==> src/rtl/bpt_pkg.sv <==
// ----------------------------------------------------------------------------
// bpt_pkg
// Shared widths, register indexes and inter-stage types for the barometric
// pressure and temperature compensation pipeline.
// ----------------------------------------------------------------------------
package bpt_pkg;

  // port widths
  localparam int RAW_W     = 24;
  localparam int COEF_W    = 16;
  localparam int PRES_W    = 18;
  localparam int TOUT_W    = 16;
  localparam int CFG_IDX_W = 3;

  // internal arithmetic widths
  localparam int DT_W    = RAW_W + 1;          // D2 - C5*256
  localparam int MUL_W   = DT_W + COEF_W + 1;  // dT times a coefficient
  localparam int DD_W    = 2 * DT_W;           // dT squared
  localparam int TEMP_SH = 23;
  localparam int OFF_SH  = 7;
  localparam int SENS_SH = 8;
  localparam int T2_SH   = 31;
  localparam int A_W     = MUL_W - TEMP_SH;    // TEMP - 2000
  localparam int TEMP_W  = A_W + 1;
  localparam int T2_W    = DD_W - 1 - T2_SH;
  localparam int OFF1_W  = MUL_W - OFF_SH + 1;
  localparam int SENS1_W = MUL_W - SENS_SH + 1;
  localparam int SQ_W    = 2 * A_W;
  localparam int CORR_W  = SQ_W + 4;
  localparam int TF_W    = TEMP_W + 1;
  localparam int OFF_W   = CORR_W + 1;
  localparam int SENS_W  = CORR_W + 1;
  localparam int SPLIT_W = 22;                 // low part of SENS per multiply
  localparam int HI_W    = SENS_W - SPLIT_W;
  localparam int PL_W    = RAW_W + SPLIT_W;
  localparam int PH_W    = RAW_W + 1 + HI_W;
  localparam int SUM_W   = PH_W + SPLIT_W;
  localparam int P_SH1   = 21;
  localparam int P_SH2   = 15;
  localparam int PROD_W  = SUM_W - P_SH1;
  localparam int X_W     = PROD_W + 1;

  localparam int TEMP_REF  = 2000;
  localparam int COLD_OFS  = 3500;  // -1500 relative to 2000
  localparam int OFF2_SH   = 1;
  localparam int SENS2_SH  = 2;

  localparam int FRONT_STAGES = 3;
  localparam int CORR_STAGES  = 3;
  localparam int PRESS_STAGES = 4;
  localparam int PIPE_DEPTH   = FRONT_STAGES + CORR_STAGES + PRESS_STAGES;

  typedef enum logic [CFG_IDX_W-1:0] {
    CFG_SENS,
    CFG_OFFSET,
    CFG_TCS,
    CFG_TCO,
    CFG_TREF,
    CFG_TEMPSENS
  } cfg_idx_t;

  typedef struct packed {
    logic [COEF_W-1:0] sens;
    logic [COEF_W-1:0] offset;
    logic [COEF_W-1:0] tcs;
    logic [COEF_W-1:0] tco;
    logic [COEF_W-1:0] tref;
    logic [COEF_W-1:0] tempsens;
  } coeff_t;

  typedef struct packed {
    logic [RAW_W-1:0]   d1;
    logic [A_W-1:0]     a;      // TEMP - 2000, two's complement
    logic [TEMP_W-1:0]  temp;
    logic [T2_W-1:0]    t2;
    logic [OFF1_W-1:0]  off1;
    logic [SENS1_W-1:0] sens1;
  } front_t;

  typedef struct packed {
    logic [RAW_W-1:0]  d1;
    logic [TF_W-1:0]   tf;
    logic [OFF_W-1:0]  off;
    logic [SENS_W-1:0] sens;
  } corr_t;

endpackage

==> src/rtl/bpt_cfg_regs.sv <==
// ----------------------------------------------------------------------------
// bpt_cfg_regs
// Factory coefficient registers, written by index; unknown indexes dropped.
// ----------------------------------------------------------------------------
module bpt_cfg_regs (
  input  logic                           clk,
  input  logic                           rst_n,
  input  logic                           cfg_we,
  input  logic [bpt_pkg::CFG_IDX_W-1:0]  cfg_index,
  input  logic [bpt_pkg::COEF_W-1:0]     cfg_wdata,
  output bpt_pkg::coeff_t                coeff
);
  import bpt_pkg::*;

  coeff_t coeff_r, coeff_nxt;

  always_comb begin
    coeff_nxt = coeff_r;
    if (cfg_we) begin
      case (cfg_index)
        CFG_SENS:     coeff_nxt.sens     = cfg_wdata;
        CFG_OFFSET:   coeff_nxt.offset   = cfg_wdata;
        CFG_TCS:      coeff_nxt.tcs      = cfg_wdata;
        CFG_TCO:      coeff_nxt.tco      = cfg_wdata;
        CFG_TREF:     coeff_nxt.tref     = cfg_wdata;
        CFG_TEMPSENS: coeff_nxt.tempsens = cfg_wdata;
        default:      coeff_nxt = coeff_r;
      endcase
    end
  end

  always_ff @(posedge clk) begin
    if (!rst_n) begin
      coeff_r <= '0;
    end else begin
      coeff_r <= coeff_nxt;
    end
  end

  assign coeff = coeff_r;
endmodule

==> config.mk <==
export PLATFORM = sky130hd
export DESIGN_NAME = bpt_cfg_regs
export DESIGN_NICKNAME = d
export VERILOG_FILES = /design/src/rtl/bpt_pkg.sv /design/src/rtl/bpt_cfg_regs.sv
export SDC_FILE = /design/constraint.sdc
export NUM_CORES = 1
export LEC_CHECK = 0
export BUFFER_PORTS_ARGS = -buffer_cell sky130_fd_sc_hd__buf_2
export CAP_MARGIN = 15
export CORE_MARGIN = 10
export CORE_UTILIZATION = 53
export DETAILED_ROUTE_END_ITERATION = 8
export MAX_ROUTING_LAYER = met4
export PLACE_DENSITY = 0.84
export REMOVE_ABC_BUFFERS = 1
export SLEW_MARGIN = 30
export SYNTH_ARGS = -nofsm -noshare
export SYNTH_HDL_FRONTEND = slang
export SYNTH_SLANG_ARGS = --single-unit
export TNS_END_PERCENT = 1
==> constraint.sdc <==
create_clock -name clk -period 1.8 [get_ports clk]
set_clock_uncertainty 0.15 [all_clocks]
set_input_delay 0.09 -clock clk [delete_from_list [all_inputs] [get_ports clk]]
set_output_delay 0.09 -clock clk [all_outputs]
set_load 0.02 [all_outputs]
# Word level (Yosys, flattened, before mapping)

Cells that the tools add are included.

Bits in registers: 96
Word-level logic and storage cells: 18

Eq/ne operators: 5
Reductions and logical operators: 7

Operators with widths:

| kind                                          | number |
|---|---|
| AND reduction 2 bit                           | 6 |
| == test 3 x 2 -> 1 bit, second input constant | 2 |
| == test 3 bit, second input constant          | 2 |
| == test 3 x 1 -> 1 bit, second input constant | 1 |
| zero test 3 bit                               | 1 |

# Longest topological paths before layout

Gate-level depths: netlist (run 1).

Depth after elaboration: 2
Mapped depth: 4
Depth with buffers taken out: 2

# Least setup slack after synthesis (run 1)

No wires, ideal clock.

Path kind: input port to flip-flop
Start point: input port cfg_index[1] (netlist bit)
End point: register coeff_r, in the netlist coeff[80]
Library setup time: 0.123 ns
Arrival time: 1.017 ns
Required time: 1.527 ns
Slack: 0.510 ns
Stages: 4
Buffers on the path: 2
Cell sequence: or4b_1 > buf_6 > buf_12 > mux2i_1

Word-level cells in the longest chain between the ends: 2

Ends and longest elaborated chain:

| what                          | line               | source |
|---|---|---|
| start: declaration            | bpt_cfg_regs.sv:9  | `input logic [bpt_pkg::CFG_IDX_W-1:0] cfg_index,` |
| zero test 3 bit               | bpt_cfg_regs.sv:20 | `case (cfg_index)` |
| AND reduction 2 bit (no line) | n/a                |  |
| end signal: assignment        | bpt_cfg_regs.sv:36 | `coeff_r <= coeff_nxt;` |
| end: declaration              | bpt_cfg_regs.sv:15 | `coeff_t coeff_r, coeff_nxt;` |

No other way between the ends.
A chain may end at the register's enable or synchronous reset.

# Worst setup path in the final report (run 1)

Start point: register coeff_r, in the netlist coeff[75]
End point: output port coeff[75] (netlist bit)

RTL lines:

| what             | line               | source |
|---|---|---|
| end: declaration | bpt_cfg_regs.sv:11 | `output bpt_pkg::coeff_t coeff` |

No word-level cell between the ends.

==> summary.md, run 1 <==
| Metric | Value |
|---|---|
| Drt first pass iters | `4` |
| Total gr overflow | `0` |
| Most instantiated cells after synthesis | `112 x nand2_1, 96 x dfxtp_1, 96 x mux2i_1` |
| CTS root buf | `clkbuf_8` |
| H-tree levels | `3` |
| Number of flip-flops in the largest register | `96` |
| CTS Sinks | `96` |
| Antenna Nets Post-Route | `0` |
| Hold path start | `cfg_wdata[9]` |
| Ys flop type | `dfxtp_1` |
| CP max stage cell | `dfxtp_1` |
| Reg2Reg Depth | `2` |
| Post-DP HPWL | `6190 um` |
| Setup-failing EPs final | `0` |
| Area taken by multi-input logic gates | `about 1400 sq um` |
| Net count, final | `483` |
| Max-slew violation count | `0` |
| Total GRT Usage | `roughly 18%` |
| Cells after synthesis | `334` |
| CTS tree | `yes` |
| Total die area | `10,200 sq um` |
| CP required | `1.56 ns` |
| Leakage | `2.55 nW` |
| Register area share after synthesis | `55.0%` |
| # fillers | `500` |
| Vias per inst | `a little over 5` |
| RePlAce Congestion | `about 0.73` |
| Worst skew pair latency | `0.35 ns` |
| Worst reg-to-reg setup slack | `0.99 ns` |
| Layout Area Growth over Synthesis | `30.5%` |
| Worst Hold Class | `in2reg` |
| Crit-path max cell delay | `0.37 ns` |
| Worst r2r src | `coeff[60]` |
| Chip width | `101 um` |
| Post-synth ARST share | `0%` |
| PostCTS Resize Cnt | `0` |
| Crit-path max FO | `2` |
| Hold slack | `0.00319 ns` |
| TNS Setup | `0 ns` |
| DR WL/cell | `~17 um` |
| CP Class | `reg2out` |
| Clk slew on worst S/H paths | `approximately 0.09 ns` |
| Area fraction of the dominant cell type after synthesis | `55.0%` |
| Final WL | `9010 um` |
| Power per standard cell area | `between 900 and 1000 nW/um^2` |
| IO Port Bufs | `117` |
| Crit-path leading delay family | `flip-flops` |
| Finished Cell Area | `4560 sq um` |
| Mapped Avg Cell Area | `10.5 sq um` |
| Fin crit period | `around 1.1 ns` |
| Crit path buffers/inverters | `1` |
| Fmax | `around 900 MHz` |
| Actual slew at the worst max-slew pin | `0.360 ns` |
| Largest cells by area after synthesis | `dfxtp_1 55%, mux2i_1 27%, nand2_1 12%` |
| Pwr Total | `between 0.004 and 0.005 W` |
| Number of global-route vias before repair | `between 2,000 and 3,000` |
| Slew HR | `76.0%` |
| Initial Utilization | `54.7%` |
| Max-Cap Viols | `0` |
| Via count | `2,735` |
| Leading area contributor after synthesis | `dfxtp_1` |
| CTS buffer count | `9` |
| # IOs | `118` |
| Maximum buffer depth of the clock tree | `2` |
| Synth warn | `0` |
| Fin. Hold Viols | `0` |
| Hold path depth | `3` |
| Synth Register Bits | `96` |
| Status | `finished clean` |
| Share of layout cells above drive strength 1 | `a little over 30%` |
| WP data arrival | `0.90 ns` |
| RSZ-0062 raised after global routing | `false` |
| Row cnt | `29` |
| EDFF count, synth | `0` |
| Die height | `between 100 and 150 um` |
| Pin count of the biggest net entering global routing | `60` |
| Post-Route Utilization | `a little under three quarters` |
| Peak VDD IR | `0.761 mV` |
| Crit path launch type | `register` |
| Critical-path cell list | `buf_2` |
| Crit share post-route | `63.4%` |
| Initial antenna violation count | `0` |
| Crit. End Element | `output pin` |
| Post-synth cell types | `13` |
| Sequential Area | `1920 sq um` |
| DRC errors left | `0` |
| Core footprint | `6390 sq um` |
| Diodes inserted | `0` |
| FF-to-FF End | `coeff[60]` |
| Top-count cell post-synth | `nand2_1` |
| DR iter-0 viols | `108` |
| Worst-case hold path end point | `coeff[9]` |
| Cell Area, Synth | `roughly 3500 sq um` |
| Placed Area | `4140 sq um` |
| First-pass GRT wire length | `14,100 um` |
-- logic make-up (layout without fill, tap and decap cells) --
group	count (synthesis)	count (layout)	synth area share [%]
buffers and inverters	24	156	3.69
DFF	96	96	55.0
muxes	96	96	27.5
and+or+nand+nor	118	118	13.8
-- repair_timing --
action / in CTS / in global routing
setup buffers: 0 / 0
hold buffers: 15 / 0
endpoints found under the hold margin: 81 / 0
-- layout by cell type, fill, tap and decap left out --
cell	Yosys	layout
nand2_1	112	112
nand4bb_1	2	2
dlygate4sd3_1	0	15
clkbuf_8	0	10
mux2i_1	96	96
nand4b_1	2	2
and4bb_2	1	1
or4b_1	1	1
buf_4	1	7
buf_12	1	2
dfxtp_1	96	96
inv_6	0	2
bufinv_16	0	4
buf_2	9	116
-- tightest hold or removal path, stage by stage --
cell     delay, ns
buf_2         0.07
nand2_1       0.14
mux2i_1       0.15
-- worst max path at each step --
stage | endpoint | slack, ns | cells after the start | startpoint
after floorplan | coeff[80] | 0.34 | 2 | cfg_index[1]
final | coeff[75] | 0.66 | 1 | coeff[75]
after CTS | coeff[48] | 0.65 | 1 | coeff[48]
after global placement | coeff[87] | 0.40 | 4 | cfg_index[1]
after detailed placement | coeff[92] | 0.38 | 4 | cfg_index[1]
after global routing | coeff[70] | 0.63 | 1 | coeff[70]
-- report_power, final --
group	switching [W]	internal, W	leakage [nW]	total (W)
logic	0.000211	0.000134	1.63	0.000345
registers	0.0000231	0.00217	0.777	0.00219
clock network	0.000735	0.00111	0.137	0.00185
-- metrics by stage --
stage,setup WS [ns],std cells
final,0.659,543
after global routing,0.627,543
after CTS,0.654,543
after detailed placement,0.384,512
after global placement,0.397,512
after floorplan,0.343,310
-- cell type report --
type	count	area share (%)
tap	77	2.11
multi-input combinational	214	31.7
clock inverter	6	3.02
timing repair buffer	140	18.1
clock buffer	10	3.02
sequential	96	42.1
-- metal layers --
metal | part of all wire (%) | vias to the layer above | track usage, % | wire length, um
met3 | 5.3 | 15 | 3.88 | 477
met5 | 0 | - | - | 0
met1 | 42 | 1292 | 19.5 | 3760
met4 | 2.0 | 0 | 8.25 | 180
met2 | 51 | 78 | 30.1 | 4600
li1 | - | 1350 | - | -
Power figures use the tool's default switching activity.
==> run 2: changes to the inputs <==
--- a/config.mk
+++ b/config.mk
@@ -5,13 +5,14 @@
 export SDC_FILE = /design/constraint.sdc
 export NUM_CORES = 1
 export LEC_CHECK = 0
+export ABC_AREA = 1
 export BUFFER_PORTS_ARGS = -buffer_cell sky130_fd_sc_hd__buf_2
 export CAP_MARGIN = 15
 export CORE_MARGIN = 10
-export CORE_UTILIZATION = 53
+export CORE_UTILIZATION = 51
 export DETAILED_ROUTE_END_ITERATION = 8
 export MAX_ROUTING_LAYER = met4
-export PLACE_DENSITY = 0.84
+export PLACE_DENSITY = 0.79
 export REMOVE_ABC_BUFFERS = 1
 export SLEW_MARGIN = 30
 export SYNTH_ARGS = -nofsm -noshare
==> constraint.sdc (replaced) <==
create_clock -name clk -period 1.15 [get_ports clk]
set_clock_uncertainty 0.15 [all_clocks]
set_input_delay 0.0575 -clock clk [delete_from_list [all_inputs] [get_ports clk]]
set_output_delay 0.0575 -clock clk [all_outputs]
set_load 0.02 [all_outputs]
==> run 2 against run 1 <==
  * First-iteration DRC count rose to 2.7 times the previous value
  * Total power up 48%
  * Via count is 40% higher
  * Wire length increased by 28%
  * Global-route usage grew 2.7 points
  * Synthesized area rose by 10%
  * Clock-buffer cell count grew 2
  * Clock power rose by 10%
  * Sequential cell count unchanged
  * Register-to-register slack lost 0.60 ns
==> summary.md, run 2 <==
| Metric | Value |
|---|---|
| DR WL/cell | `15.0 um (-9.4%)` |
| Final WS setup | `0.0411 ns (-0.618 ns)` |
| # fillers | `690 (+38%)` |
| Synth Register Bits | `96 (unchanged)` |
| M1 GR Usage | `24.5% (+4.9 points)` |
| Via count | `3,836 (+40%)` |
| Met2 Track Usage GR | `32.2% (+2.1 points)` |
| Row cnt | `31 (+6.9%)` |
| Core footprint | `7290 sq um (+14%)` |
| Leading area contributor after synthesis | `dfxtp_1` |
| Drt first pass iters | `5 (+1)` |
| Most common cell after layout, fill and taps aside | `nor2_1` |
| CTS Sinks | `96 (unchanged)` |
| CTS buffer count | `9 (unchanged)` |
| DRC errors left | `0 (unchanged)` |
| Crit path buffers/inverters | `1 (unchanged)` |
| RePlAce Congestion | `0.851 (+17%)` |
| Most used routing layer in global routing | `met2` |
| Hold slack | `0.0191 ns (+0.0159 ns)` |
| Met3 GRT Util | `5.15% (+1.3 points)` |
| Total gr overflow | `0 (unchanged)` |
| Total GRT Usage | `20.5% (+2.7 points)` |
| IO Port Bufs | `117 (unchanged)` |
| Worst Hold Class | `in2reg` |
| Placed Instances | `748 (+46%)` |
| Antenna Nets Post-Route | `0 (unchanged)` |
| Final Non-Filler Cells | `765 (+41%)` |
| Status | `finished clean` |
| Fmax | `902 MHz` |
| Number of flip-flops in the largest register | `96 (unchanged)` |
| Slew HR | `71.6% (-4.5 points)` |
| Initial Utilization | `52.9% (-1.8 points)` |
| Crit-path max FO | `2 (unchanged)` |
| Peak VDD IR | `0.640 mV (-16%)` |
| CTS root buf | `clkbuf_8` |
| Register area share after synthesis | `49.8% (-5.2 points)` |
| Post-Route Utilization | `66.2% (-5.2 points)` |
| Chip width | `107 um (+5.7%)` |
| Crit-path leading delay family | `flip-flops` |
| Maximum buffer depth of the clock tree | `2 (unchanged)` |
| Crit path launch type | `register` |
| Total die area | `11,400 sq um (+12%)` |
| Setup-failing EPs final | `0 (unchanged)` |
| Clk slew on worst S/H paths | `0.09 ns (about the same)` |
| Leakage | `2.39 nW (-6.1%)` |
| Synth warn | `0 (unchanged)` |
| Number of global-route vias before repair | `3,553 (+26%)` |
| Fin crit period | `roughly 1.1 ns` |
| Pre-CTS setup slack | `-0.0840 ns (-0.468 ns)` |
| TNS Setup | `0 ns (unchanged)` |
| Cells after synthesis | `552 (+65%)` |
| Max-slew violation count | `0 (unchanged)` |
| Area fraction of the dominant cell type after synthesis | `49.8% (-5.2 points)` |
| Vias per inst | `5.01 (-0.45%)` |
| CTS tree | `yes` |
| CP required | `0.94 ns (-0.62 ns)` |
| CP max stage cell | `dfxtp_1` |
| Max-Cap Viols | `0 (unchanged)` |
| Crit. End Element | `output pin` |
| Share of layout cells above drive strength 1 | `23.9% (-6.6 points)` |
| Mapped Avg Cell Area | `6.99 sq um (-33%)` |
| WP data arrival | `0.90 ns (about the same)` |
| Crit share post-route | `96.4%` |
| Fin. Hold Viols | `0 (unchanged)` |
| Worst skew pair latency | `0.35 ns (about the same)` |
| Critical-path cell list | `buf_2` |
| Largest cells by area after synthesis | `dfxtp_1 50%, nor2_1 19%, nand3_1 12%` |
| First-pass GRT wire length | `18,300 um (+30%)` |
| Initial antenna violation count | `0 (unchanged)` |
| Most instantiated cells after synthesis | `193 x nor2_1, 101 x nand2_1, 96 x dfxtp_1, 96 x nand3_1, 22 x buf_2` |
| EDFF count, synth | `0 (unchanged)` |
| Ys flop type | `dfxtp_1` |
| Final WL | `11,500 um (+28%)` |
| Most frequent cells in the layout | `192 x nor2_1, 116 x buf_2, 101 x nand2_1` |
| Cell Area, Synth | `3860 sq um (+10%)` |
| Pin count of the biggest net entering global routing | `42 (-30%)` |
| Die height | `107 um (+5.7%)` |
| # IOs | `118 (unchanged)` |
| Net count, final | `683 (+41%)` |
| H-tree levels | `3 (unchanged)` |
| RSZ-0062 raised after global routing | `false` |
| Actual slew at the worst max-slew pin | `0.425 ns (+0.0658 ns)` |
| Post-DP HPWL | `8190 um (+32%)` |
| Diodes inserted | `0 (unchanged)` |
| Layout Area Growth over Synthesis | `25.1%` |
| CP Class | `reg2out` |
| Post-synth ARST share | `0% (unchanged)` |
| Top-count cell post-synth | `nor2_1` |
| Post-synth cell types | `12 (-1)` |
| Power per standard cell area | `1350 nW/um^2 (+40%)` |
| Crit-path max cell delay | `0.37 ns (about the same)` |
| DR iter-0 viols | `289 (+170%)` |
## run 2: cell types whose count changed after synthesis, sizes merged
cell     delta
inv        +22
and4bb      -1
clkbuf     -11
buf        +21
or4b        -1
nor2      +202
nand3      +96
nand2      -10
nand4b      -2
nand4bb     -2
mux2i      -96
## run 2: kinds of logic after synthesis
group	Yosys count	share of synthesized area (%)
buf+inv	56	6.74
flops	96	49.8
simple gates	400	43.4
## run 2: metrics by stage
stage          area (sq um)  power, W
2_1_floorplan          3680   0.00410
3_3_place_gp           4630   0.00451
3_5_place_dp           4630   0.00453
4_1_cts                4820   0.00653
5_1_grt                4830   0.00681
6_report               4830   0.00650
## run 2: final timing paths
check,from,to,slack [ns],depth (start not counted)
max,coeff[11],coeff[11],0.04,1
max reg2reg,coeff[79],coeff[79],0.39,2
min,cfg_wdata[15],coeff[47],0.02,5
min reg2reg,coeff[47],coeff[47],0.33,2
## run 2: final cells by class
class                           instances  area [sq um]  share of cell area, %
Clock buffer                           12           155                   3.21
Clock inverter                          4          26.3                  0.544
Inverter                               22          82.6                   1.71
Multi-Input combinational cell        400          1680                   34.9
Sequential cell                        96          1920                   39.8
Tap cell                               99           124                   2.57
Timing Repair Buffer                  132           832                   17.2
## run 2: power by group
| part | switching [W] | total, W | internal, W | leakage, nW |
|---|---|---|---|---|
| clock network | 0.00114 | 0.00204 | 0.000908 | 0.0928 |
| registers | 0.0000568 | 0.00350 | 0.00344 | 0.780 |
| logic | 0.000639 | 0.000964 | 0.000324 | 1.52 |
## run 2: timing repair
| action | 4_1_cts | 5_1_grt |
|---|---|---|
| hold buffers | 1 | 0 |
| resized for setup | 0 | 3 |
| setup buffers | 0 | 0 |
| hold endpoints to repair | 7 | 0 |
| endpoints found under the setup margin | 0 | 46 |
## run 2: metal layers
metal	up-vias	share of wire, %	routed length [um]
li1	1925	-	-
met1	1733	41	4730
met2	152	48	5530
met3	26	8.2	940
met4	0	2.6	302
met5	-	0	0
